`src/design/rayang_pkg.sv`:
```
`timescale 1ns / 1ps
// ----------------------------------------------------------------------------
// rayang_pkg: shared types and constants for the ray angle block
// Holds the fixed widths, the atan table in turns, the output scale factors
// and the word types that travel along the pipeline.
// ----------------------------------------------------------------------------
package rayang_pkg;

  // fixed widths
  localparam int unsigned CALC_W       = 64;  // signed width of products and cordic x/y
  localparam int unsigned TURN_W       = 32;  // angle accumulator, 2^-32 turn
  localparam int unsigned DIFF_KEEP_W  = 29;  // coordinate width above which diffs are shifted
  localparam int unsigned TOL_W        = 40;
  localparam int unsigned SNAP_TOL_W   = 16;
  localparam int unsigned CFG_DATA_W   = 40;
  localparam int unsigned CFG_IDX_W    = 2;
  localparam int unsigned OUT_W        = 25;
  localparam int unsigned OUT_TDATA_W  = 32;
  localparam int unsigned POINT_FIELDS = 6;

  // pipeline depths of the fixed parts
  localparam int unsigned FRONT_STAGES = 4;
  localparam int unsigned NORM_STEPS   = 6;
  localparam int unsigned NORM_LEAD    = 59;  // normalize until magnitude reaches 2^(NORM_LEAD-1)
  localparam int unsigned BACK_STAGES  = 3;
  localparam int unsigned TABLE_LEN    = 40;

  // special angles in turns
  localparam logic [TURN_W-1:0] TURN_ZERO    = 32'h0000_0000;
  localparam logic [TURN_W-1:0] TURN_QUARTER = 32'h4000_0000;
  localparam logic [TURN_W-1:0] TURN_HALF    = 32'h8000_0000;
  localparam logic [TURN_W-1:0] TURN_3QUART  = 32'hC000_0000;

  // turns to output units
  localparam logic [TURN_W-1:0] DEG_SCALE = 32'd360;
  localparam logic [TURN_W-1:0] RAD_SCALE = 32'd1686629713;  // 2*pi, 28 fraction bits
  localparam int unsigned       DEG_SHIFT = 16;
  localparam int unsigned       RAD_SHIFT = 44;
  localparam logic [CALC_W-1:0] DEG_ROUND = 64'd1 << (DEG_SHIFT - 1);
  localparam logic [CALC_W-1:0] RAD_ROUND = 64'd1 << (RAD_SHIFT - 1);

  localparam int unsigned       SNAP_COUNT = 4;
  localparam logic [OUT_W-1:0]  SNAP_POINTS [SNAP_COUNT] = '{
    25'd5898240, 25'd11796480, 25'd17694720, 25'd23592960
  };
  localparam logic [OUT_W-1:0]  ANGLE_MAX = 25'd23592960;

  localparam logic [TURN_W-1:0] ATAN_TURNS [TABLE_LEN] = '{
    32'h20000000, 32'h12E4051E, 32'h09FB385B, 32'h051111D4, 32'h028B0D43,
    32'h0145D7E1, 32'h00A2F61E, 32'h00517C55, 32'h0028BE53, 32'h00145F2F,
    32'h000A2F98, 32'h000517CC, 32'h00028BE6, 32'h000145F3, 32'h0000A2F9,
    32'h0000517D, 32'h000028BE, 32'h0000145F, 32'h00000A30, 32'h00000518,
    32'h0000028C, 32'h00000146, 32'h000000A3, 32'h00000051, 32'h00000029,
    32'h00000014, 32'h0000000A, 32'h00000005, 32'h00000003, 32'h00000001,
    32'h00000001, 32'h00000000, 32'h00000000, 32'h00000000, 32'h00000000,
    32'h00000000, 32'h00000000, 32'h00000000, 32'h00000000, 32'h00000000
  };

  typedef enum logic [CFG_IDX_W-1:0] {
    CFG_ANGLE_DEG = 2'd0,
    CFG_ZERO_TOL  = 2'd1,
    CFG_SNAP_TOL  = 2'd2
  } cfg_reg_e;

  // one word in the rotation chain
  typedef struct packed {
    logic                     bypass;  // angle already final, cells leave z alone
    logic signed [CALC_W-1:0] x;
    logic signed [CALC_W-1:0] y;
    logic [TURN_W-1:0]        z;
  } cordic_t;

  // word in the normalizer, with the or of both magnitudes
  typedef struct packed {
    cordic_t           tok;
    logic [CALC_W-1:0] mag;
  } norm_t;

endpackage

```
`src/design/rayang_cordic_cell.sv`:
```
`timescale 1ns / 1ps
// ----------------------------------------------------------------------------
// rayang_cordic_cell: one vectoring rotation of the cordic chain
// Rotates (x, y) toward the x axis by atan(2^-IDX) and adds or subtracts the
// matching turn fraction to or from z; words marked bypass pass through unchanged.
// ----------------------------------------------------------------------------
module rayang_cordic_cell import rayang_pkg::*; #(
  parameter int unsigned IDX = 0
) (
  input  logic    clk_i,
  input  logic    rst_ni,
  input  logic    valid_i,
  input  cordic_t data_i,
  output logic    en_o,
  output logic    valid_o,
  output cordic_t data_o,
  input  logic    en_i
);

  logic                     vld_q;
  cordic_t                  data_d, data_q;
  logic signed [CALC_W-1:0] x_in, y_in, xs, ys;

  assign en_o    = ~vld_q | en_i;
  assign valid_o = vld_q;
  assign data_o  = data_q;

  always_comb begin
    data_d = data_i;
    x_in   = data_i.x;
    y_in   = data_i.y;
    xs     = x_in >>> IDX;
    ys     = y_in >>> IDX;
    if (!data_i.bypass) begin
      if (!y_in[CALC_W-1]) begin
        data_d.x = x_in + ys;
        data_d.y = y_in - xs;
        data_d.z = data_i.z + ATAN_TURNS[IDX];
      end else begin
        data_d.x = x_in - ys;
        data_d.y = y_in + xs;
        data_d.z = data_i.z - ATAN_TURNS[IDX];
      end
    end
  end

  always_ff @(posedge clk_i or negedge rst_ni) begin
    if (!rst_ni) begin
      vld_q <= 1'b0;
    end else if (en_o) begin
      vld_q <= valid_i;
    end
  end

  always_ff @(posedge clk_i) begin
    if (en_o) begin
      data_q <= data_d;
    end
  end

endmodule

```
`config.mk`:
```
export PLATFORM = sky130hd
export DESIGN_NAME = rayang_cordic_cell
export DESIGN_NICKNAME = d
export VERILOG_FILES = /design/src/design/rayang_pkg.sv /design/src/design/rayang_cordic_cell.sv
export SDC_FILE = /design/constraint.sdc
export NUM_CORES = 1
export LEC_CHECK = 0
export BUFFER_PORTS_ARGS = -buffer_cell sky130_fd_sc_hd__clkbuf_2
export CAP_MARGIN = 20
export CORE_MARGIN = 10
export CORE_UTILIZATION = 55
export CTS_CLUSTER_DIAMETER = 50
export DETAILED_ROUTE_END_ITERATION = 10
export GPL_TIMING_DRIVEN = 1
export PLACE_DENSITY_LB_ADDON = 0.15
export SETUP_SLACK_MARGIN = 0.3
export SYNTH_ARGS = -nofsm -noshare
export SYNTH_HDL_FRONTEND = slang
export SYNTH_SLANG_ARGS = --single-unit
```
`constraint.sdc`:
```
create_clock -name clk_i -period 6.8 [get_ports clk_i]
set_clock_uncertainty 0.05 [all_clocks]
set_input_delay 0.68 -clock clk_i [delete_from_list [all_inputs] [get_ports clk_i]]
set_output_delay 0.68 -clock clk_i [all_outputs]
set_load 0.1 [all_outputs]
```
==> flow_summary.toml <==
[worst_setup_path]
crit_path_max_fanout = 18
delay_of_the_slowest_cell_on_the_worst_path_ns = 0.84
crit_path_start_kind = "primary input"
endpoint_required_time_on_the_critical_path_ns = 6.94
cp_cell_sequence = "clkbuf_2 -> inv_1 -> ha_1 -> a21o_1 -> o21bai_1 -> a221oi_1 -> nand3_1 -> a311oi_1 -> nor3_1 -> a211oi_2 -> o21ai_1 -> mux2i_1 -> xnor2_1 -> mux2i_1"
critical_path.endpoint = "data_o[86]$_DFFE_PP_"
worstReg2RegStart = "valid_o$_DFFE_PN0P_"
rr_worst_depth = 2
endpoint_kind = "flip-flop"
worst_setup_path_startpoint = "data_i[65]"
critical_path.reg2reg.endpoint = "data_o[90]$_DFFE_PP_"
worstSetupPathType = "primary input to flip-flop"
worst-endpoint-arrival_ns = 4.81
reg2reg_setup_slack_ns = 4.59
critPathSlowestCell = "a311oi_1"
cp_common_cell = "mux2i_1"

[sta]
max_slew_headroom = 0.211
finalSetupViolCount = 0
min_period_ns = 4.67
final_max_slew_viol_count = 0
setup_repair_after_global_routing_missed_its_margin = "false"
min_period_over_period = 0.686
final-hold-violation-count = 0
timing.fmax_mhz = 214
timing_worst_slew_pin_value_ns = 1.17
setup_tns_ns = 0
layout_setup_ws_ns = 2.13

[floorplanning]
chipHeight_um = 207
core_area_mm2 = 0.0345
die_w_um = 207
fp.dieArea_mm2 = 0.0427
core.rowCount = 68
initial_core_util = 0.556
floorplan.io_pins = 328

[clocking]
cts_hold_repair.buffers = 1
clockRootBuffer = "clkbuf_16"
count_of_instances_resized_after_the_clock_tree_is_built = 0
cts_tree = "done"
ctsLongestPathBuffers = 2
numClockSinks = 162
cts_made_buffers = 17
cts.clk_slew.worst_paths_ns = 0.08
number_of_h_tree_branching_levels = 4
post_cts_setup_bufs = 0
clkLatencyLatePin_ns = 0.47

[route]
initialDrtViolationCount = 2566
routed_wirelength_mm = 77.2
maxUsedRoutingLayer = "met5"
dr_wl_met3_mm = 7.73
detailedRoute.firstPassIterationCount = 6
wl_met1_mm = 31.0
drcViolationCount = 0
antenna_left = 0
routed-via-count = 20300
met2_wirelength_mm = 35.7
route.detailed.vias_per_inst = 6.53
routed_wire_length_per_instance_um = 24.8

[power]
cellInternalPower_mw = 2.36
p_sw_frac = 0.522
p_per_area_mw_per_mm2 = 230
power.leakage_nw = 9.36
power.sequential.fraction = 0.264
power_frac_comb = 0.529
switchingPower_mw = 2.58
share_of_total_power_in_the_clock_network = 0.207
ir_drop_worst_vdd_v = 0.000199

[cells_and_area]
multiInputGateArea_mm2 = 0.0130
design.final.nets = 3014
areaGrowthSynthToFinish_pct = 12.4
fillCellCount = 3047
post_route_cells_drive_above_1_share = 0.164
combined_flip_flop_and_latch_cell_area_mm2 = 0.00486
final_cell_area_mm2 = 0.0215

[global_route]
pin_count_of_the_biggest_net_entering_global_routing = 83
first_global_vias = 19700
grt_usage = 0.347
grt_antenna_before_repair = 4
grt_pass1_wl_mm = 116
global_route.overflow_total = 0

[worst_hold_path]
hold_class = "primary input to flip-flop"
hold_depth = 1

[synth]
syn_nets = 2786
post-synth-top-area-cell = "edfxtp_1"
yosysWarnings = 0
post_synth_inst_count = 2411
count_of_state_elements_after_synthesis = 162
synth.distinct_cells = 100
asyncSetResetFlopFracSynth = 0.00617
portion_of_the_post_synthesis_area_used_by_sequential_elements = 0.254
synth_edf_count = 161
synth_area_mm2 = 0.0192
synthesis.area_per_instance_um2 = 7.95
synth.top_cell.area_share = 0.252
synth_ff_type = "edfxtp_1"
yosys-top-cells-area = "edfxtp_1 (25%), ha_1 (13%), a21oi_1 (8.4%)"

[placement]
detailed_place.area_mm2 = 0.0209
gpl.final_weighted_congestion = 1.04
pre_cts_ws_ns = 1.81
port_buffers = 327
hpwl_reported_at_the_end_of_detailed_placement_mm = 61.4

[run]
max_cap_viol_count = 0

[outcome]
run_status = "finished clean"
==> power by group through the flow <==
stage / clock network, mW / registers [mW] / logic [mW]
finish: 1.02 / 1.31 / 2.62
global route: 1.06 / 1.32 / 2.74
CTS: 1.02 / 1.31 / 2.57
detailed placement: 0 / 1.33 / 2.56
global placement: 0 / 1.32 / 2.54
floorplan: 0 / 2.22 / 1.07
==> cell usage in the layout, fill, tap and decap left out, drive strengths merged, types with 10 or more instances in the layout <==
master	synthesis	layout
a211oi	30	30
a21boi	10	10
a21o	43	43
a21oi	328	328
a221oi	10	10
a31oi	23	23
and3	11	11
buf	55	11
clkbuf	73	342
clkinv	7	16
edfxtp	161	161
ha	206	206
inv	199	205
mux2i	61	61
nand2	179	179
nand2b	13	13
nand3	48	48
nand4	46	46
nor2	199	199
nor2b	22	22
nor3	51	51
nor4	33	33
o211ai	25	25
o21a	26	26
o21ai	210	210
o21bai	64	64
o31ai	33	33
or3	10	10
xnor2	112	112
==> metal layers <==
| layer | up-vias | track usage |
|---|---|---|
| met2 | 1263 | 0.569 |
| met4 | 6 | 0.122 |
| met1 | 9623 | 0.448 |
| met3 | 196 | 0.0676 |
| met5 | - | 0 |
| li1 | 9201 | - |
==> critical path, delay by kind of cell <==
| family | cells | cell delay, ns |
|---|---|---|
| AO/OA/AOI/OAI | 6 | 2.50 |
| XOR/XNOR | 1 | 0.16 |
| adder cells (fa/ha/maj) | 1 | 0.57 |
| buffers and inverters | 2 | 0.20 |
| multiplexers | 2 | 0.41 |
| AND/OR/NAND/NOR | 2 | 0.28 |
==> flip-flops by register name, summed over array words and instances, names as in the netlist <==
register,cells
valid_o,1
data_o,161
==> cells by family after synthesis <==
family	after synthesis	share of synthesized area
AO/OA/AOI/OAI	876	0.288
AND/OR/NAND/NOR	643	0.160
buffers and inverters	334	0.0693
adder cells (fa/ha/maj)	210	0.139
flip-flops	162	0.254
XOR/XNOR	121	0.0553
multiplexers	65	0.0342
==> worst min path at each step <==
stage	startpoint	slack, ns	to
CTS	data_i[24]	0.32	data_o[24]$_DFFE_PP_
floorplan	rst_ni	0.33	valid_o$_DFFE_PN0P_
global route	data_i[18]	0.32	data_o[18]$_DFFE_PP_
finish	data_i[8]	0.33	data_o[8]$_DFFE_PP_
global placement	rst_ni	0.40	valid_o$_DFFE_PN0P_
detailed placement	rst_ni	0.41	valid_o$_DFFE_PN0P_
==> area by class of cell <==
type / instances / share of cell area
multi-input cells: 1915 / 0.603
flip-flops and latches: 162 / 0.226
repair buffers: 337 / 0.0806
inverters: 206 / 0.0359
well taps: 455 / 0.0264
clock buffers: 17 / 0.0198
clock inverters: 15 / 0.00866
diodes: 1 / 0.000116
==> per-stage QoR <==
step / total power [mW] / std cells / hold WS [ns] / utilization
6_report: 4.94 / 3108 / 0.330 / 0.625
5_1_grt: 5.12 / 3108 / 0.321 / 0.625
4_1_cts: 4.90 / 3107 / 0.323 / 0.625
3_5_place_dp: 3.89 / 3074 / 0.414 / 0.607
3_3_place_gp: 3.86 / 3074 / 0.404 / 0.607
2_1_floorplan: 3.29 / 2411 / 0.334 / -
==> cell usage after synthesis (48+ instances only) <==
cell,number
o21ai_0,172
a21oi_1,322
o21bai_1,64
clkbuf_1,72
nand2_1,178
edfxtp_1,161
xnor2_1,112
nor2_1,198
inv_1,187
mux2i_1,61
nand3_1,48
ha_1,206
Note: power is estimated with default switching activity, not from simulation.
