===== src/design/rayang_pkg.sv =====
`timescale 1ns / 1ps
// ----------------------------------------------------------------------------
// rayang_pkg: shared types and constants for the ray angle block
// Holds the fixed widths, the atan table in turns, the output scale factors
// and the word types that travel along the pipeline.
// ----------------------------------------------------------------------------
package rayang_pkg;

  // fixed widths
  localparam int unsigned CALC_W       = 64;  // signed width of products and cordic x/y
  localparam int unsigned TURN_W       = 32;  // angle accumulator, 2^-32 turn
  localparam int unsigned DIFF_KEEP_W  = 29;  // coordinate width above which diffs are shifted
  localparam int unsigned TOL_W        = 40;
  localparam int unsigned SNAP_TOL_W   = 16;
  localparam int unsigned CFG_DATA_W   = 40;
  localparam int unsigned CFG_IDX_W    = 2;
  localparam int unsigned OUT_W        = 25;
  localparam int unsigned OUT_TDATA_W  = 32;
  localparam int unsigned POINT_FIELDS = 6;

  // pipeline depths of the fixed parts
  localparam int unsigned FRONT_STAGES = 4;
  localparam int unsigned NORM_STEPS   = 6;
  localparam int unsigned NORM_LEAD    = 59;  // normalize until magnitude reaches 2^(NORM_LEAD-1)
  localparam int unsigned BACK_STAGES  = 3;
  localparam int unsigned TABLE_LEN    = 40;

  // special angles in turns
  localparam logic [TURN_W-1:0] TURN_ZERO    = 32'h0000_0000;
  localparam logic [TURN_W-1:0] TURN_QUARTER = 32'h4000_0000;
  localparam logic [TURN_W-1:0] TURN_HALF    = 32'h8000_0000;
  localparam logic [TURN_W-1:0] TURN_3QUART  = 32'hC000_0000;

  // turns to output units
  localparam logic [TURN_W-1:0] DEG_SCALE = 32'd360;
  localparam logic [TURN_W-1:0] RAD_SCALE = 32'd1686629713;  // 2*pi, 28 fraction bits
  localparam int unsigned       DEG_SHIFT = 16;
  localparam int unsigned       RAD_SHIFT = 44;
  localparam logic [CALC_W-1:0] DEG_ROUND = 64'd1 << (DEG_SHIFT - 1);
  localparam logic [CALC_W-1:0] RAD_ROUND = 64'd1 << (RAD_SHIFT - 1);

  localparam int unsigned       SNAP_COUNT = 4;
  localparam logic [OUT_W-1:0]  SNAP_POINTS [SNAP_COUNT] = '{
    25'd5898240, 25'd11796480, 25'd17694720, 25'd23592960
  };
  localparam logic [OUT_W-1:0]  ANGLE_MAX = 25'd23592960;

  localparam logic [TURN_W-1:0] ATAN_TURNS [TABLE_LEN] = '{
    32'h20000000, 32'h12E4051E, 32'h09FB385B, 32'h051111D4, 32'h028B0D43,
    32'h0145D7E1, 32'h00A2F61E, 32'h00517C55, 32'h0028BE53, 32'h00145F2F,
    32'h000A2F98, 32'h000517CC, 32'h00028BE6, 32'h000145F3, 32'h0000A2F9,
    32'h0000517D, 32'h000028BE, 32'h0000145F, 32'h00000A30, 32'h00000518,
    32'h0000028C, 32'h00000146, 32'h000000A3, 32'h00000051, 32'h00000029,
    32'h00000014, 32'h0000000A, 32'h00000005, 32'h00000003, 32'h00000001,
    32'h00000001, 32'h00000000, 32'h00000000, 32'h00000000, 32'h00000000,
    32'h00000000, 32'h00000000, 32'h00000000, 32'h00000000, 32'h00000000
  };

  typedef enum logic [CFG_IDX_W-1:0] {
    CFG_ANGLE_DEG = 2'd0,
    CFG_ZERO_TOL  = 2'd1,
    CFG_SNAP_TOL  = 2'd2
  } cfg_reg_e;

  // one word in the rotation chain
  typedef struct packed {
    logic                     bypass;  // angle already final, cells leave z alone
    logic signed [CALC_W-1:0] x;
    logic signed [CALC_W-1:0] y;
    logic [TURN_W-1:0]        z;
  } cordic_t;

  // word in the normalizer, with the or of both magnitudes
  typedef struct packed {
    cordic_t           tok;
    logic [CALC_W-1:0] mag;
  } norm_t;

endpackage


===== src/design/rayang_back.sv =====
`timescale 1ns / 1ps
// ----------------------------------------------------------------------------
// rayang_back: turns to output units, rounding and snapping
// Three stages: scale multiply, round and shift, snap to the quarter-turn
// points of degree mode; the last stage is the output register.
// ----------------------------------------------------------------------------
module rayang_back import rayang_pkg::*; (
  input  logic                  clk_i,
  input  logic                  rst_ni,
  input  logic                  valid_i,
  input  logic [TURN_W-1:0]     turns_i,
  output logic                  en_o,
  input  logic                  deg_i,
  input  logic [SNAP_TOL_W-1:0] snap_tol_i,
  output logic                  valid_o,
  output logic [OUT_W-1:0]      angle_o,
  input  logic                  en_i
);

  logic [BACK_STAGES-1:0] vld_q;
  logic [BACK_STAGES-1:0] en;

  logic [TURN_W-1:0] coef;
  logic [CALC_W-1:0] prod_d, prod_q;
  logic [CALC_W-1:0] rsum, rshift;
  logic [OUT_W-1:0]  val_d, val_q;
  logic [OUT_W-1:0]  snap_d, snap_q;

  always_comb begin
    en[BACK_STAGES-1] = ~vld_q[BACK_STAGES-1] | en_i;
    for (int k = BACK_STAGES - 2; k >= 0; k--) begin
      en[k] = ~vld_q[k] | en[k+1];
    end
  end

  assign en_o    = en[0];
  assign valid_o = vld_q[BACK_STAGES-1];
  assign angle_o = snap_q;

  always_comb begin
    coef   = deg_i ? DEG_SCALE : RAD_SCALE;
    prod_d = CALC_W'(turns_i) * CALC_W'(coef);
  end

  // round half up
  always_comb begin
    rsum   = prod_q + (deg_i ? DEG_ROUND : RAD_ROUND);
    rshift = deg_i ? (rsum >> DEG_SHIFT) : (rsum >> RAD_SHIFT);
    val_d  = rshift[OUT_W-1:0];
  end

  // each snap point is tried against the value left by the one before
  always_comb begin
    logic [OUT_W-1:0] gap;
    snap_d = val_q;
    for (int k = 0; k < SNAP_COUNT; k++) begin
      gap = (snap_d > SNAP_POINTS[k]) ? snap_d - SNAP_POINTS[k] : SNAP_POINTS[k] - snap_d;
      if (gap < OUT_W'(snap_tol_i)) begin
        snap_d = SNAP_POINTS[k];
      end
    end
  end

  always_ff @(posedge clk_i or negedge rst_ni) begin
    if (!rst_ni) begin
      vld_q <= '0;
    end else begin
      if (en[0]) begin
        vld_q[0] <= valid_i;
      end
      for (int k = 1; k < BACK_STAGES; k++) begin
        if (en[k]) begin
          vld_q[k] <= vld_q[k-1];
        end
      end
    end
  end

  always_ff @(posedge clk_i) begin
    if (en[0]) begin
      prod_q <= prod_d;
    end
    if (en[1]) begin
      val_q <= val_d;
    end
    if (en[2]) begin
      snap_q <= snap_d;
    end
  end

endmodule


===== config.mk =====
export PLATFORM = sky130hd
export DESIGN_NAME = rayang_back
export DESIGN_NICKNAME = d
export VERILOG_FILES = /design/src/design/rayang_pkg.sv /design/src/design/rayang_back.sv
export SDC_FILE = /design/constraint.sdc
export NUM_CORES = 2
export LEC_CHECK = 0
export BUFFER_PORTS_ARGS = -buffer_cell sky130_fd_sc_hd__clkbuf_2
export CAP_MARGIN = 20
export CORE_UTILIZATION = 40
export DETAILED_ROUTE_END_ITERATION = 10
export PLACE_DENSITY = 0.66
export SETUP_SLACK_MARGIN = 0.05
export SLEW_MARGIN = 20
export SYNTH_ARGS = -nofsm -noshare
export SYNTH_HDL_FRONTEND = slang
export SYNTH_SLANG_ARGS = --single-unit
export TNS_END_PERCENT = 10

===== constraint.sdc =====
create_clock -name clk_i -period 33 [get_ports clk_i]
set_input_delay 6.6 -clock clk_i [delete_from_list [all_inputs] [get_ports clk_i]]
set_output_delay 6.6 -clock clk_i [all_outputs]
set_load 0.02 [all_outputs]

==> results.tsv, run 1 <==
stage	metric	value	unit
route	drtAntennaViolNets	0	
critical_path	crit_path_start	snap_tol_i[10]	
synth	synth_top_area_share	33.1	%
synth	ys_seq_area_share	11.9	%
sta	fin_crit_sh	72.0	%
finish	layoutNonFillerInstCount	3522	
finish	drive_gt1_share	6.18	%
synth	async_flop_share	2.97	%
sta	max_freq	0.0421	GHz
global_route	antenna_found_initial	0	
clock_network	cts_buffer_depth	2	
route	vias	18335	
floorplanning	die-area	64400	sq um
synth	synth_seq_cells	101	
synth	synth_edf_count	98	
global_route	grt_usage	20.7	%
synth	postSynth.topFlopCell	edfxtp_1	
sta	setup_violations	0	
route	avgViaCountPerCell	5.21	
route	drc_errors	0	
sta	period_minus_slack	23.77	ns
clock_network	h-tree-depth	3	
sta	hold_violations	0	
clock_network	cts_tree	yes	
floorplanning	dieWidth	254	microns
run	drv_cap	0	
global_route	overflow	0	
global_route	grt_pass1_vias	18575	
route	wirelength	65300	microns
sta	tns	0	ns
clock_network	ctsResizeCount	0	
critical_path	slowest_stage	nor2b_4	
global_route	grt_max_degree	75	
clock_network	cts_hold_buffers	0	
placed_design	placed_cells	3506	
finish	diodes	0	
route	firstDrtPassIters	7	
synth	synthCells	2625	
critical_path	cp_data_required_time	33.09	ns
synth	synth.top_cells.by_area	fa_1, ha_1, edfxtp_1	
clock_network	insertion_delay	0.37	ns
critical_path	worstSetupStartpointType	input pin	
critical_path	cp_slowest_stage_delay	0.63	ns
sta	slew_headroom	34.7	%
hold_path	hold_class	reg2reg	
sta	slew_viol_final	0	
clock_network	cts.clk_slew.worst_paths	0.08	ns
clock_network	clockRootBuffer	clkbuf_16	
synth	synth_area_leader_cell	fa_1	
placed_design	port_buffers	79	
route	drtIter0Drc	1255	
sta	fin_skew	0.0101	ns
synth	synth.distinct_cells	88	
critical_path	cp_max_fo	24	
floorplanning	row_count	91	
status	status	finished clean	
route	wl_per_cell	18.6	microns
synth	syn_avg_cell_area	9.66	sq um
synth	synth_commonest_cells	inv_1, fa_1, ha_1	
sta	worstMarginPinSlew	0.979	ns
finish	area_growth	6.37	%
floorplanning	initial_core_util	40.8	%
finish	fin_nets	3549	
critical_path	crit_path_end_kind	register	
floorplanning	pin_count	80	
hold_path	worstHoldStart	vld_q[0]	
critical_path	critPathMostFrequentCell	a21o_1	
floorplanning	die_h	254	microns
synth	yosys_warnings	0	
critical_path	crit_arrival	23.86	ns
synth	synth.most_common_cell	inv_1	
clock_network	cts_sinks	101	
clock_network	cts_buffers	9	
floorplanning	core	62200	sq um
critical_path	path_class	in2reg	
placed_design	place.gp.congestion	0.957	
critical_path	timing.rr.start	val_q[17]	
synth	synth.cell_area	25400	sq um
global_route	grt_pass1_wl	103000	microns
sta	rsz0062_at_grt	false	
clock_network	cts_setup_buffers	0	
placed_design	dpl.hpwl	56400	microns
kinds of logic after synthesis:
family,count (synthesis),share of synthesized area [%]
buffers and inverters,598,9.13
AO/OA/AOI/OAI,369,9.48
other,2,0.0296
AND/OR/NAND/NOR,600,12.0
multiplexers,7,0.276
adder cells (fa/ha/maj),816,52.7
XOR/XNOR,132,4.56
flip-flops,101,11.9
worst max-delay path: cells and delay by family:
family	cells	cell delay, ns
AO/OA/AOI/OAI	31	6.08
AND/OR/NAND/NOR	31	7.17
adder cells (fa/ha/maj)	7	2.33
XOR/XNOR	2	0.35
buffers and inverters	6	1.27
per-stage QoR:
stage               hold WS (ns)  worst slack (ns)  utilization, %  area (sq um)
floorplan                  0.435             12.06               -         25500
global placement           0.459              9.41            42.9         26700
detailed placement         0.467              9.06            42.9         26700
CTS                        0.485              9.41            43.4         27000
global route               0.516              7.88            43.4         27000
finish                     0.493              9.23            43.4         27000
registers in the layout (all words and copies together), names as in the netlist:
name     flops
prod_q      48
angle_o     25
val_q       25
vld_q        3
placed cells by master (no fill, tap or decap), types with 49 or more instances in the layout:
cell,synthesis,final
a21oi_1,93,93
clkbuf_2,0,79
edfxtp_1,98,98
fa_1,420,420
ha_1,396,396
inv_1,518,518
nand2_1,152,152
nand3_1,66,66
nor2_1,177,177
o21ai_0,96,96
xnor2_1,83,83
xor2_1,49,49
routing by layer:
layer	routed length [microns]	vias to the layer above	track usage, %
li1	-	8711	-
met1	29300	8925	29.4
met4	1630	0	5.08
met2	30500	614	34.0
met3	3970	85	2.09
met5	0	-	0
area by class of cell:
class	instances	area, sq um
inverter	521	1960
sequential	101	3020
clock buffer	9	225
timing repair buffer	94	508
tap	837	1050
clock inverter	7	91.3
fill	6059	35200
multi-input combinational	1953	20100
final timing paths:
| kind | slack [ns] | to | depth (start not counted) |
|---|---|---|---|
| max in group asynchronous | 26.88 | vld_q[1] | 1 |
| min in group asynchronous | 6.02 | vld_q[0] | 1 |
| hold / removal | 0.49 | vld_q[1] | 1 |
| hold reg to reg | 0.49 | vld_q[1] | 1 |
| setup / recovery | 9.23 | angle_o[2] | 77 |
| setup reg to reg | 12.63 | angle_o[2] | 82 |
Power of run 1 is not shown: default switching activity piles up to over one toggle a cycle in this logic, so the estimate is an artifact.
==> run 2, diff against run 1 <==
- clock period: 33 -> 22 ns (I/O delays scaled with it)
==> results.tsv, run 2 (same netlist as run 1, synthesis figures left out) <==
stage	metric	value	unit
status	status	finished clean	
floorplanning	row_count	91	
critical_path	crit_arrival	20.75	ns
critical_path	critPathMostFrequentCell	a21o_1	
global_route	overflow	0	
placed_design	dpl.hpwl	56700	microns
placed_design	placed_cells	3510	
placed_design	place.gp.congestion	0.935	
global_route	grt_pass1_wl	104000	microns
finish	largest_register_ffs	48	
clock_network	ctsResizeCount	0	
finish	diodes	0	
floorplanning	die_h	254	microns
clock_network	cts_setup_buffers	0	
route	wl_per_cell	18.6	microns
sta	fin_skew	0.0134	ns
floorplanning	die-area	64400	sq um
clock_network	insertion_delay	0.37	ns
placed_design	place_area	26700	sq um
critical_path	cp_data_required_time	22.10	ns
critical_path	cp_max_fo	17	
clock_network	cts_tree	yes	
critical_path	path_class	in2reg	
critical_path	slowest_stage	nor2b_2	
run	drv_cap	0	
global_route	antenna_found_initial	0	
sta	hold_violations	0	
floorplanning	dieWidth	254	microns
sta	worstMarginPinSlew	0.973	ns
sta	rsz0062_at_grt	false	
route	vias	18468	
finish	fin_nets	3554	
global_route	grt_pass1_vias	18493	
clock_network	cts.clk_slew.worst_paths	0.07	ns
clock_network	h-tree-depth	3	
floorplanning	pin_count	80	
sta	setup_violations	0	
sta	slew_viol_final	0	
sta	max_freq	0.0484	GHz
clock_network	cts_sinks	101	
route	wirelength	65600	microns
finish	area_growth	6.51	%
placed_design	port_buffers	79	
critical_path	crit_path_end_kind	register	
finish	largest-register	prod_q	
finish	final_cell_area	27000	sq um
finish	mostFrequentLayoutCell	inv_1	
sta	period_minus_slack	20.65	ns
sta	slew_headroom	34.9	%
global_route	grt_max_degree	74	
route	drtAntennaViolNets	0	
critical_path	worstSetupStartpointType	input pin	
critical_path	cp_slowest_stage_delay	0.56	ns
clock_network	cts_buffers	9	
hold_path	hold_class	reg2reg	
finish	n_fill_cell	6089	
global_route	grt_usage	21.0	%
clock_network	cts_buffer_depth	2	
floorplanning	core	62200	sq um
route	drtIter0Drc	1235	
route	drc_errors	0	
clock_network	cts_hold_buffers	0	
finish	layout_common_cells	inv_1, fa_1, ha_1	
finish	layoutNonFillerInstCount	3527	
sta	fin_crit_sh	93.9	%
sta	tns	0	ns
route	avgViaCountPerCell	5.24	
finish	drive_gt1_share	6.28	%
route	firstDrtPassIters	5	
floorplanning	initial_core_util	40.8	%
clock_network	clockRootBuffer	clkbuf_16	
## run 2: routing by layer
metal  GRT usage (%)  vias to the layer above  part of all wire (%)
li1                -                     8725                     -
met1            29.1                     9042                    44
met2            34.7                      626                    47
met3            2.62                       75                   6.0
met4            4.73                        0                   2.2
met5               0                        -                     0
## run 2: final timing paths
kind                           startpoint          end  slack [ns]  cells past startpoint
max in group asynchronous          rst_ni     vld_q[1]       18.07                      1
min in group asynchronous          rst_ni     vld_q[0]        3.82                      1
max reg2reg                     val_q[17]  angle_o[15]        2.61                     77
max                        snap_tol_i[10]  angle_o[15]        1.35                     72
min reg2reg                      vld_q[0]     vld_q[1]        0.48                      1
min                              vld_q[0]     vld_q[1]        0.48                      1
## run 2: critical path: cells and delay by family
kind | cells | cell delay, ns
AND/OR/NAND/NOR | 30 | 7.23
XOR/XNOR | 1 | 0.18
AO/OA/AOI/OAI | 32 | 6.62
buffers and inverters | 2 | 0.26
adder cells (fa/ha/maj) | 7 | 2.04
## run 2: cell type report
class	instances	area (sq um)	share of cell area (%)
multi-input combinational	1954	20100	74.6
sequential	101	3020	11.2
inverter	521	1960	7.24
tap	837	1050	3.88
timing repair buffer	98	538	1.99
clock buffer	9	225	0.834
clock inverter	7	91.3	0.338
## run 2: per-stage QoR
stage / utilization (%) / hold WS, ns / setup slack, ns
final: 43.5 / 0.478 / 1.35
after global routing: 43.5 / 0.525 / 0.122
after CTS: 43.4 / 0.484 / 1.35
after detailed placement: 42.9 / 0.464 / 0.993
after global placement: 42.9 / 0.459 / 1.34
after floorplan: - / 0.435 / 3.26
Power of run 2 is left out for the same reason.
