File: config.mk
export PLATFORM = sky130hd
export DESIGN_NAME = rayang_norm_cell
export DESIGN_NICKNAME = d
export VERILOG_FILES = /design/src/design/rayang_pkg.sv /design/src/design/rayang_norm_cell.sv
export SDC_FILE = /design/constraint.sdc
export NUM_CORES = 1
export LEC_CHECK = 0
export ABC_CLOCK_PERIOD_IN_PS = 16200
export BUFFER_PORTS_ARGS = -buffer_cell sky130_fd_sc_hd__buf_2
export CAP_MARGIN = 20
export CELL_PAD_IN_SITES_DETAIL_PLACEMENT = 0
export CELL_PAD_IN_SITES_GLOBAL_PLACEMENT = 1
export CORE_AREA = 4 4 173 175
export CTS_CLUSTER_SIZE = 20
export DETAILED_ROUTE_END_ITERATION = 16
export DIE_AREA = 0 0 177 179
export PLACE_DENSITY_LB_ADDON = 0.1
export RECOVER_POWER = 100
export SYNTH_ARGS = -nofsm -noshare
export SYNTH_HDL_FRONTEND = slang
export SYNTH_SLANG_ARGS = --single-unit
File: constraint.sdc
create_clock -name clk_i -period 16.2 [get_ports clk_i]
set_input_delay 0.81 -clock clk_i [delete_from_list [all_inputs] [get_ports clk_i]]
set_output_delay 0.81 -clock clk_i [all_outputs]
set_load 0.05 [all_outputs]
File: src/design/rayang_pkg.sv
`timescale 1ns / 1ps
// ----------------------------------------------------------------------------
// rayang_pkg: shared types and constants for the ray angle block
// Holds the fixed widths, the atan table in turns, the output scale factors
// and the word types that travel along the pipeline.
// ----------------------------------------------------------------------------
package rayang_pkg;

  // fixed widths
  localparam int unsigned CALC_W       = 64;  // signed width of products and cordic x/y
  localparam int unsigned TURN_W       = 32;  // angle accumulator, 2^-32 turn
  localparam int unsigned DIFF_KEEP_W  = 29;  // coordinate width above which diffs are shifted
  localparam int unsigned TOL_W        = 40;
  localparam int unsigned SNAP_TOL_W   = 16;
  localparam int unsigned CFG_DATA_W   = 40;
  localparam int unsigned CFG_IDX_W    = 2;
  localparam int unsigned OUT_W        = 25;
  localparam int unsigned OUT_TDATA_W  = 32;
  localparam int unsigned POINT_FIELDS = 6;

  // pipeline depths of the fixed parts
  localparam int unsigned FRONT_STAGES = 4;
  localparam int unsigned NORM_STEPS   = 6;
  localparam int unsigned NORM_LEAD    = 59;  // normalize until magnitude reaches 2^(NORM_LEAD-1)
  localparam int unsigned BACK_STAGES  = 3;
  localparam int unsigned TABLE_LEN    = 40;

  // special angles in turns
  localparam logic [TURN_W-1:0] TURN_ZERO    = 32'h0000_0000;
  localparam logic [TURN_W-1:0] TURN_QUARTER = 32'h4000_0000;
  localparam logic [TURN_W-1:0] TURN_HALF    = 32'h8000_0000;
  localparam logic [TURN_W-1:0] TURN_3QUART  = 32'hC000_0000;

  // turns to output units
  localparam logic [TURN_W-1:0] DEG_SCALE = 32'd360;
  localparam logic [TURN_W-1:0] RAD_SCALE = 32'd1686629713;  // 2*pi, 28 fraction bits
  localparam int unsigned       DEG_SHIFT = 16;
  localparam int unsigned       RAD_SHIFT = 44;
  localparam logic [CALC_W-1:0] DEG_ROUND = 64'd1 << (DEG_SHIFT - 1);
  localparam logic [CALC_W-1:0] RAD_ROUND = 64'd1 << (RAD_SHIFT - 1);

  localparam int unsigned       SNAP_COUNT = 4;
  localparam logic [OUT_W-1:0]  SNAP_POINTS [SNAP_COUNT] = '{
    25'd5898240, 25'd11796480, 25'd17694720, 25'd23592960
  };
  localparam logic [OUT_W-1:0]  ANGLE_MAX = 25'd23592960;

  localparam logic [TURN_W-1:0] ATAN_TURNS [TABLE_LEN] = '{
    32'h20000000, 32'h12E4051E, 32'h09FB385B, 32'h051111D4, 32'h028B0D43,
    32'h0145D7E1, 32'h00A2F61E, 32'h00517C55, 32'h0028BE53, 32'h00145F2F,
    32'h000A2F98, 32'h000517CC, 32'h00028BE6, 32'h000145F3, 32'h0000A2F9,
    32'h0000517D, 32'h000028BE, 32'h0000145F, 32'h00000A30, 32'h00000518,
    32'h0000028C, 32'h00000146, 32'h000000A3, 32'h00000051, 32'h00000029,
    32'h00000014, 32'h0000000A, 32'h00000005, 32'h00000003, 32'h00000001,
    32'h00000001, 32'h00000000, 32'h00000000, 32'h00000000, 32'h00000000,
    32'h00000000, 32'h00000000, 32'h00000000, 32'h00000000, 32'h00000000
  };

  typedef enum logic [CFG_IDX_W-1:0] {
    CFG_ANGLE_DEG = 2'd0,
    CFG_ZERO_TOL  = 2'd1,
    CFG_SNAP_TOL  = 2'd2
  } cfg_reg_e;

  // one word in the rotation chain
  typedef struct packed {
    logic                     bypass;  // angle already final, cells leave z alone
    logic signed [CALC_W-1:0] x;
    logic signed [CALC_W-1:0] y;
    logic [TURN_W-1:0]        z;
  } cordic_t;

  // word in the normalizer, with the or of both magnitudes
  typedef struct packed {
    cordic_t           tok;
    logic [CALC_W-1:0] mag;
  } norm_t;

endpackage

File: src/design/rayang_norm_cell.sv
`timescale 1ns / 1ps
// ----------------------------------------------------------------------------
// rayang_norm_cell: one step of the leading-bit normalizer
// Doubles x and y SHIFT times over when the larger magnitude is still short
// enough; six cells with shifts 32 down to 1 bring it to 2^58.
// ----------------------------------------------------------------------------
module rayang_norm_cell import rayang_pkg::*; #(
  parameter int unsigned SHIFT = 1
) (
  input  logic  clk_i,
  input  logic  rst_ni,
  input  logic  valid_i,
  input  norm_t data_i,
  output logic  en_o,
  output logic  valid_o,
  output norm_t data_o,
  input  logic  en_i
);

  logic  vld_q;
  norm_t data_d, data_q;

  assign en_o    = ~vld_q | en_i;
  assign valid_o = vld_q;
  assign data_o  = data_q;

  always_comb begin
    data_d = data_i;
    if (data_i.mag < (CALC_W'(1) << (NORM_LEAD - SHIFT))) begin
      data_d.mag   = data_i.mag << SHIFT;
      data_d.tok.x = data_i.tok.x <<< SHIFT;
      data_d.tok.y = data_i.tok.y <<< SHIFT;
    end
  end

  always_ff @(posedge clk_i or negedge rst_ni) begin
    if (!rst_ni) begin
      vld_q <= 1'b0;
    end else if (en_o) begin
      vld_q <= valid_i;
    end
  end

  always_ff @(posedge clk_i) begin
    if (en_o) begin
      data_q <= data_d;
    end
  end

endmodule

==> results of run 1 <==
-- layout by cell type, fill, tap and decap left out, drive strengths merged --
cell type and n:
a41o 1, clkinv 9, nand3 1, edfxtp 225, diode 2, nor2 3
mux2 183, clkinvlp 2, buf 227, nand2b 2, inv 2, clkbuf 268
dfrtp 1, and2 3
-- flip-flops by register name (all words and copies together), names as in the netlist --
name     count
valid_o      1
data_o     225
-- kinds of logic after synthesis --
logic type      count (synthesis)  share of synthesized area
flops                         226                      0.706
mux                           183                      0.265
buf+inv                        25                     0.0228
simple gates                    9                    0.00547
compound gates                  1                    0.00104
-- worst max-delay path by stage --
| stage | cells after the start | endpoint | slack [ps] |
|---|---|---|---|
| 6_report | 6 | data_o[186]$_DFFE_PP_ | 9660 |
| 5_1_grt | 6 | data_o[99]$_DFFE_PP_ | 9070 |
| 4_1_cts | 6 | data_o[176]$_DFFE_PP_ | 12960 |
| 3_5_place_dp | 6 | data_o[176]$_DFFE_PP_ | 12400 |
| 3_3_place_gp | 6 | data_o[185]$_DFFE_PP_ | 12470 |
| 2_1_floorplan | 1 | en_o | 8820 |
-- where the power goes --
group	internal (W)	switching (W)	leakage [nW]	total [W]
clock network	0.000319	0.000231	0.394	0.000551
registers	0.000696	0.0000117	2.27	0.000708
logic	0.0000516	0.000206	1.96	0.000257
total	0.00107	0.000449	4.63	0.00152
-- layer usage --
| layer | part of all wire | global-route usage | wire length, um | vias up |
|---|---|---|---|---|
| li1 | - | - | - | 2686 |
| met1 | 0.36 | 0.163 | 9540 | 2811 |
| met2 | 0.52 | 0.281 | 13800 | 255 |
| met3 | 0.096 | 0.0559 | 2550 | 42 |
| met4 | 0.023 | 0.0445 | 607 | 4 |
| met5 | 0.0010 | 0 | 27 | - |
-- cell type report --
type	count	area, um2	area share
flip-flops and latches	226	6780	0.555
multi-input cells	193	2120	0.173
repair buffers	459	2020	0.165
clock buffers	36	739	0.0605
well taps	384	480	0.0393
clock inverters	13	71.3	0.00584
diodes	2	5.00	0.000410
-- cell usage after synthesis --
cell	n	share of area
nand2b_1	2	0.0013
buf_2	4	0.0021
clkbuf_1	5	0.0020
mux2_1	7	0.0082
buf_6	16	0.019
nor2_1	3	0.0012
and2_1	3	0.0020
dfrtp_1	1	0.0026
edfxtp_1	225	0.70
mux2_4	130	0.20
mux2_2	46	0.054
nand3_2	1	0.0010
a41o_1	1	0.0010
-- stage by stage --
| step | std cells | utilization | power (W) | setup WS [ps] | hold slack [ps] |
|---|---|---|---|---|---|
| 5_1_grt | 1312 | 0.429 | 0.00158 | 9070 | 17.3 |
| 4_1_cts | 1311 | 0.457 | 0.00157 | 12960 | 14.4 |
| 6_report | 1313 | 0.429 | 0.00152 | 9660 | 50.9 |
| 3_3_place_gp | 1262 | 0.429 | 0.00100 | 12470 | 587 |
| 2_1_floorplan | 444 | - | 0.000926 | 8820 | 514 |
| 3_5_place_dp | 1262 | 0.429 | 0.00101 | 12400 | 588 |
==> qor.csv, run 1 <==
metric,value,unit
final_area,12200,um2
grt_pass1_vias,6248,
leakage,4.63,nW
worstMarginPinSlew,2940,ps
hold_buffers,0,
cp_slowest_cell,clkbuf_1,
fin_crit_sh,0.404,
finalHoldViolations,0,
io_pins,456,
core-area,28500,um2
wl,26500,um
wire_per_inst,20.2,um
arrival,6790,ps
path_clk_slew,60,ps
cts_tree,done,
layout-drive-gt1-share,0.334,
required,16460,ps
die-height,179,um
cp_num_buf_inv,3,
clock-root-buffer,clkbuf_16,
syn_to_final_growth,27.1,%
ff2ff_path_depth,2,
status,"complete, but fails checks",
timing.max_cap.violations,5,
worst-path-max-fanout,50,
setup_viol,0,
post_dp_cell_area,12200,um2
period_needed,6540,ps
post-cts-setup-buffers,0,
fmax,153,MHz
htree_levels,1,
critPathLaunch,data_i[63],
worstSetupPathType,in -> reg,
final_max_slew_viol_count,256,
drtPass1Iterations,4,
layout.nets,1136,
via_per_inst,4.42,
num_rows,62,
cts_buffers,27,
drt_iter0_markers,281,
seq_area_frac_synth,0.706,
cts_max_path_buffers,3,
path_cells,clkbuf_1 -> nor2_1 -> nand3_1 -> clkbuf_1 -> clkbuf_1 -> mux2_1,
ir_drop,0.0695,mV
clock_latency,520,ps
slowest_delay,2020,ps
end_kind,register,
io_buffer_count,455,
critPathLaunchType,primary input,
fill_cells,2842,
antenna_found_initial,4,
grt_first_pass_wirelength,37000,um
fp.dieW,177,um
r2r_setup_slack,12460,ps
avgSynthCellArea,21.6,um2
power.density,124,nW/um2
synth_seq_cells,226,
post-route-drc-count,0,
syn_nets,673,
cts.sinks,226,
die_area,31700,um2
violations,"max-capacitance violations, max-slew violations",
yosysWarnings,0,
synth_cell_types,13,
tns,0,ps
overflow,0,
skew,12.0,ps
min_path_type,in -> async,
r2r_start,valid_o$_DFFE_PN0P_,
initial_core_util,0.338,
syn_area,9610,um2
cts_resized,0,
grt_start_max_net_pins,166,
path_delay_family,buffers and inverters,
hpwl,20000,um
rsz0062_at_grt,no,
grt_usage,0.152,
syn_inst,444,
relSlewSlack,-0.961,
drtAntennaViolNets,0,
gp_congestion,0.753,
timing.rr.end,data_o[150]$_DFFE_PP_,
via_count,5798,
cpMostUsedCell,clkbuf_1,
No activity file was read; power rests on OpenSTA's default activity.
==> run 2, diff against run 1 <==
--- a/config.mk
+++ b/config.mk
@@ -5,15 +5,15 @@
 export SDC_FILE = /design/constraint.sdc
 export NUM_CORES = 1
 export LEC_CHECK = 0
-export ABC_CLOCK_PERIOD_IN_PS = 16200
+export ABC_CLOCK_PERIOD_IN_PS = 5870
 export BUFFER_PORTS_ARGS = -buffer_cell sky130_fd_sc_hd__buf_2
 export CAP_MARGIN = 20
 export CELL_PAD_IN_SITES_DETAIL_PLACEMENT = 0
 export CELL_PAD_IN_SITES_GLOBAL_PLACEMENT = 1
-export CORE_AREA = 4 4 173 175
+export CORE_MARGIN = 4
+export CORE_UTILIZATION = 34
 export CTS_CLUSTER_SIZE = 20
 export DETAILED_ROUTE_END_ITERATION = 16
-export DIE_AREA = 0 0 177 179
 export PLACE_DENSITY_LB_ADDON = 0.1
 export RECOVER_POWER = 100
 export SYNTH_ARGS = -nofsm -noshare
==> constraint.sdc (replaced) <==
create_clock -name clk_i -period 5.87 [get_ports clk_i]
set_input_delay 0.2935 -clock clk_i [delete_from_list [all_inputs] [get_ports clk_i]]
set_output_delay 0.2935 -clock clk_i [all_outputs]
set_load 0.05 [all_outputs]
==> run 2 against run 1 <==
Net effect:
- the flow still finishes with violations (max-capacitance violations, max-slew violations)
- via count grew 1.8%
- non-clock buffer count grew 41
- routed wire length up 3.6%
- highest routed layer unchanged
- first-iteration DRC count fell by 7.5%
- critical endpoint is now data_o[128]$_DFFE_PP_
==> qor.csv, run 2 (synthesis gave the netlist of run 1 again) <==
metric,value,unit,change
grt_pass1_vias,6320,,+1.2%
grt_start_max_net_pins,134,,-19%
worstSetupPathType,in -> reg,,
post_dp_cell_area,12200,um2,unchanged
wire_per_inst,20.4,um,+0.89%
tns,0,ps,unchanged
cts.sinks,226,,unchanged
leakage,4.80,nW,+3.6%
wl,27500,um,+3.6%
end_kind,register,,
worstMarginPinSlew,2330,ps,-612 ps
instances_no_fill,1348,,+2.7%
syn_to_final_growth,31.1,%,
m1WireLength,9800,um,+2.7%
via_count,5904,,+1.8%
violations,"max-capacitance violations, max-slew violations",,
final_cell_mix,"clkbuf_1, edfxtp_1, buf_2",,
layout.nets,1177,,+3.6%
die_area,31000,um2,-2.1%
drtAntennaViolNets,0,,unchanged
path_clk_slew,60,ps,about the same
overflow,0,,unchanged
rsz0062_at_grt,no,,
worst-path-max-fanout,45,,-10%
critPathLaunchType,primary input,,
largest_register_ffs,225,,unchanged
num_rows,61,,-1.6%
core-area,27900,um2,-2.1%
ir_drop,0.159,mV,+130%
final_max_slew_viol_count,93,,-64%
cts_tree,done,,
die-height,176,um,-1.6%
post-cts-setup-buffers,0,,unchanged
fp.dieW,176,um,-0.49%
fin_crit_sh,0.640,,
post-route-drc-count,0,,unchanged
cts_buffers,27,,unchanged
timing.max_cap.violations,2,,-3
clock_latency,510,ps,about the same
relSlewSlack,-0.553,,+0.408
fmax,266,MHz,
antenna_found_initial,9,,+5
cts_max_path_buffers,3,,unchanged
skew,5.87,ps,-6.08 ps
dp_cells,1257,,-0.40%
drtPass1Iterations,4,,unchanged
power.density,331,nW/um2,+170%
setup_viol,0,,unchanged
io_pins,456,,unchanged
route.met3.wl,2740,um,+7.8%
grt_usage,0.161,,+0.00861
drt_iter0_markers,260,,-7.5%
gp_congestion,0.780,,+3.6%
finalHoldViolations,0,,unchanged
arrival,4010,ps,-2780 ps
grt_first_pass_wirelength,38300,um,+3.5%
period_needed,3760,ps,
final_common_cell,clkbuf_1,,
hpwl,20600,um,+3.1%
via_per_inst,4.38,,-0.82%
layout-drive-gt1-share,0.318,,-0.0163
required,6120,ps,-10340 ps
min_path_type,in -> reg,,
wl_met2,14200,um,+2.6%
top_layer_used,met5,,
status,"complete, but fails checks",,
initial_core_util,0.345,,+0.00741
io_buffer_count,455,,unchanged
hold_buffers,40,,+40
htree_levels,1,,unchanged
cts_resized,0,,unchanged
final_area,12600,um2,+3.2%
clock-root-buffer,clkbuf_16,,
==> run 2: stage by stage <==
step	util	hold WS, ps	power, W	setup WS (ps)
after detailed placement	0.438	72.9	0.00278	3250
after CTS	0.481	45.2	0.00432	3260
final	0.452	76.3	0.00418	2110
after global routing	0.452	53.5	0.00435	1730
after floorplan	-	-2.09	0.00254	1830
after global placement	0.438	69.7	0.00277	3310
==> run 2: final cells by class <==
class / instances / area, um2
Fill cell: 2729 / 15300
Sequential cell: 226 / 6780
Timing Repair Buffer: 500 / 2440
Multi-Input combinational cell: 193 / 2120
Clock buffer: 41 / 758
Tap cell: 378 / 473
Clock inverter: 5 / 21.3
Antenna cell: 5 / 12.5
==> run 2: critical path, stage by stage <==
cell and delay [ps]:
dlygate4sd3_1 530, clkbuf_1 120, nor2_1 140, nand3_1 1390, clkbuf_2 950, mux2_1 530
==> run 2: where the power goes <==
group	internal, W	total [W]	switching (W)
logic	0.000160	0.000735	0.000575
registers	0.00192	0.00195	0.0000329
clock network	0.000878	0.00149	0.000612
==> run 2: final timing paths <==
kind	start	endpoint	slack, ps	cells past startpoint
worst max-delay path	data_i[61]	data_o[128]$_DFFE_PP_	2110	6
worst min-delay path	data_i[210]	data_o[211]$_DFFE_PP_	80	2
worst max register to register	valid_o$_DFFE_PN0P_	data_o[151]$_DFFE_PP_	2710	2
worst min register to register	valid_o$_DFFE_PN0P_	data_o[65]$_DFFE_PP_	2030	1
max in group asynchronous	rst_ni	valid_o$_DFFE_PN0P_	5680	2
min in group asynchronous	rst_ni	valid_o$_DFFE_PN0P_	100	2
==> run 2: per-layer routing <==
metal,up-vias,global-route usage
li1,2775,-
met1,2827,0.171
met2,250,0.295
met3,44,0.0636
met4,8,0.0468
met5,-,0
==> run 3, diff against run 2 <==
--- a/config.mk
+++ b/config.mk
@@ -5,13 +5,15 @@
 export SDC_FILE = /design/constraint.sdc
 export NUM_CORES = 1
 export LEC_CHECK = 0
-export ABC_CLOCK_PERIOD_IN_PS = 5870
+export ABC_AREA = 1
+export ABC_CLOCK_PERIOD_IN_PS = 3100
 export BUFFER_PORTS_ARGS = -buffer_cell sky130_fd_sc_hd__buf_2
 export CAP_MARGIN = 20
 export CELL_PAD_IN_SITES_DETAIL_PLACEMENT = 0
 export CELL_PAD_IN_SITES_GLOBAL_PLACEMENT = 1
+export CORE_ASPECT_RATIO = 1.2
 export CORE_MARGIN = 4
-export CORE_UTILIZATION = 34
+export CORE_UTILIZATION = 32
 export CTS_CLUSTER_SIZE = 20
 export DETAILED_ROUTE_END_ITERATION = 16
 export PLACE_DENSITY_LB_ADDON = 0.1
==> constraint.sdc (replaced) <==
create_clock -name clk_i -period 3.1 [get_ports clk_i]
set_input_delay 0.155 -clock clk_i [delete_from_list [all_inputs] [get_ports clk_i]]
set_output_delay 0.155 -clock clk_i [all_outputs]
set_load 0.05 [all_outputs]
==> run 3 against run 2 <==
Net effect:
- the flow now finishes without violations
- sequential power increased by 90%
- routed wire length up 32%
- largest power group unchanged
- largest cell class unchanged
- global-route usage rose by 4.4 points
- register-to-register slack worse by 1800 ps
- synthesized cell count up 98%
==> qor.csv, run 3 <==
metric,value,unit,change
m1WireLength,13500,um,+38%
syn_inst,877,,+98%
overflow,0,,unchanged
syn_to_final_growth,63.7,%,
hold_start,data_i[77],,
cts_tree,done,,
top_layer_used,met4,,
gp_congestion,0.746,,-4.4%
wl,36400,um,+32%
arrival,2830,ps,-1180 ps
route.met3.wl,2940,um,+7.0%
power_frac_seq,0.424,,-0.043
power.density,546,nW/um2,+65%
hold_buffers,313,,+680%
post-cts-setup-buffers,0,,unchanged
hpwl,21900,um,+6.4%
yosysWarnings,0,,unchanged
cts_max_path_buffers,3,,unchanged
drtPass1Iterations,5,,+1
grt_first_pass_wirelength,54800,um,+43%
switching_share,0.301,,+0.00924
num_rows,69,,+13%
core-area,29900,um2,+7.2%
worstSetupPathType,in -> reg,,
ff2ff_path_depth,2,,unchanged
timing.max_cap.violations,0,,-2
worstMarginPinSlew,1200,ps,-1130 ps
status,"finished, final reports clean",,
die_area,33500,um2,+7.8%
r2r_start,valid_o$_DFFE_PN0P_,,
clock-root-buffer,clkbuf_16,,
seq_area_frac_synth,0.693,,-0.0126
final_cell_mix,"nand2_1, dlygate4sd3_1, clkbuf_1",,
synth_cell_types,10,,-3
synth_top_area_frac,0.690,,-0.0126
finalHoldViolations,0,,unchanged
synth_edf_count,225,,unchanged
layout-drive-gt1-share,0.168,,-0.150
synthFlopType,edfxtp_1,,
grt_pass1_vias,9905,,+57%
rsz0062_at_grt,no,,
io_buffer_count,455,,unchanged
via_count,9649,,+63%
critPathLaunchType,primary input,,
syn_area,9790,um2,+1.8%
switchingPower,0.00263,W,+120%
drtAntennaViolNets,0,,unchanged
period_needed,2440,ps,
fin_crit_sh,0.785,,
synth_area_leaders,"edfxtp_1, nand2_1, nand4_1",,
clock_latency,520,ps,about the same
via_per_inst,4.81,,+9.9%
finalHoldWorstSlack,345,ps,+268 ps
final_common_cell,nand2_1,,
post-route-drc-count,0,,unchanged
initial_core_util,0.328,,-0.0174
internal-power,0.00611,W,+110%
synth.most_common_cell,nand2_1,,
die-height,200,um,+13%
wire_per_inst,18.1,um,-11%
n_antenna_cell,0,,-5
ir_drop,0.384,mV,+140%
grt_usage,0.204,,+0.0435
setup_viol,0,,unchanged
antenna_found_initial,0,,-9
relSlewSlack,0.198,,+0.751
avgSynthCellArea,11.2,um2,-48%
final_max_slew_viol_count,0,,-100%
skew,7.14,ps,+1.27 ps
drt_iter0_markers,838,,+220%
synth_seq_cells,226,,unchanged
required,3500,ps,-2620 ps
cts_buffers,26,,-3.7%
clockPowerShare,0.364,,+0.007
cts_resized,0,,unchanged
layout.nets,1824,,+55%
fp.dieW,168,um,-4.8%
end_kind,register,,
worst-path-max-fanout,184,,+310%
largest_register_ffs,225,,unchanged
path_clk_slew,70,ps,about the same
leakage,6.79,nW,+42%
fmax,411,MHz,
synth_common_cells,"nand2_1, edfxtp_1, nand4_1",,
min_path_type,in -> reg,,
grt_start_max_net_pins,187,,+40%
synth_area_leader_cell,edfxtp_1,,
wl_met2,18700,um,+32%
cts.sinks,226,,unchanged
tns,0,ps,unchanged
p_comb_frac,0.212,,+0.036
min_delay_path_depth,2,,unchanged
synthArstFlopShare,0.00442,,unchanged
syn_nets,1106,,+64%
critPathLaunch,data_i[63],,
io_pins,456,,unchanged
htree_levels,1,,unchanged
run 3: path summary, 6_finish.rpt:
| kind | end | slack (ps) |
|---|---|---|
| max | data_o[102]$_DFFE_PP_ | 660 |
| min | data_o[77]$_DFFE_PP_ | 340 |
| max reg2reg | data_o[29]$_DFFE_PP_ | 940 |
| min reg2reg | data_o[168]$_DFFE_PP_ | 1140 |
| max in group asynchronous | valid_o$_DFFE_PN0P_ | 2530 |
| min in group asynchronous | valid_o$_DFFE_PN0P_ | 470 |
run 3: through the flow:
stage	cells	setup WS, ps	area [um2]	util	total power (W)
2_1_floorplan	877	380	9790	-	0.00485
3_3_place_gp	1644	1370	12300	0.413	0.00535
3_5_place_dp	1644	1370	12300	0.413	0.00536
4_1_cts	2005	986	16300	0.547	0.00889
5_1_grt	2005	613	16000	0.536	0.00908
6_report	2005	665	16000	0.536	0.00874
run 3: cell families after synthesis:
kind of cell / share of synthesized area
buffers and inverters: 0.0439
DFF: 0.693
and+or+nand+nor: 0.263
run 3: power groups by stage:
stage / combinational [W] / sequential [W] / clock (W)
2_1_floorplan: 0.000288 / 0.00456 / 0
3_3_place_gp: 0.00159 / 0.00376 / 0
3_5_place_dp: 0.00160 / 0.00376 / 0
4_1_cts: 0.00192 / 0.00370 / 0.00327
5_1_grt: 0.00196 / 0.00373 / 0.00340
6_report: 0.00185 / 0.00371 / 0.00318
run 3: layout make-up:
type | count | area (um2)
clock buffers | 33 | 708
repair buffers | 775 | 5240
clock inverters | 15 | 169
well taps | 390 | 488
flip-flops and latches | 226 | 6780
fillers | 2874 | 13900
multi-input cells | 560 | 2610
inverters | 6 | 22.5
run 3: layer usage:
| layer | vias up | GRT usage |
|---|---|---|
| li1 | 4612 | - |
| met4 | 0 | 0.0676 |
| met1 | 4577 | 0.239 |
| met5 | - | 0 |
| met2 | 399 | 0.368 |
| met3 | 61 | 0.0524 |
run 3: critical path: stages:
cell and delay, ps:
dlygate4sd3_1 550, clkbuf_1 110, nor2_1 290, buf_12 660
nand4_1 210, nand2_1 140, dlygate4sd3_1 550
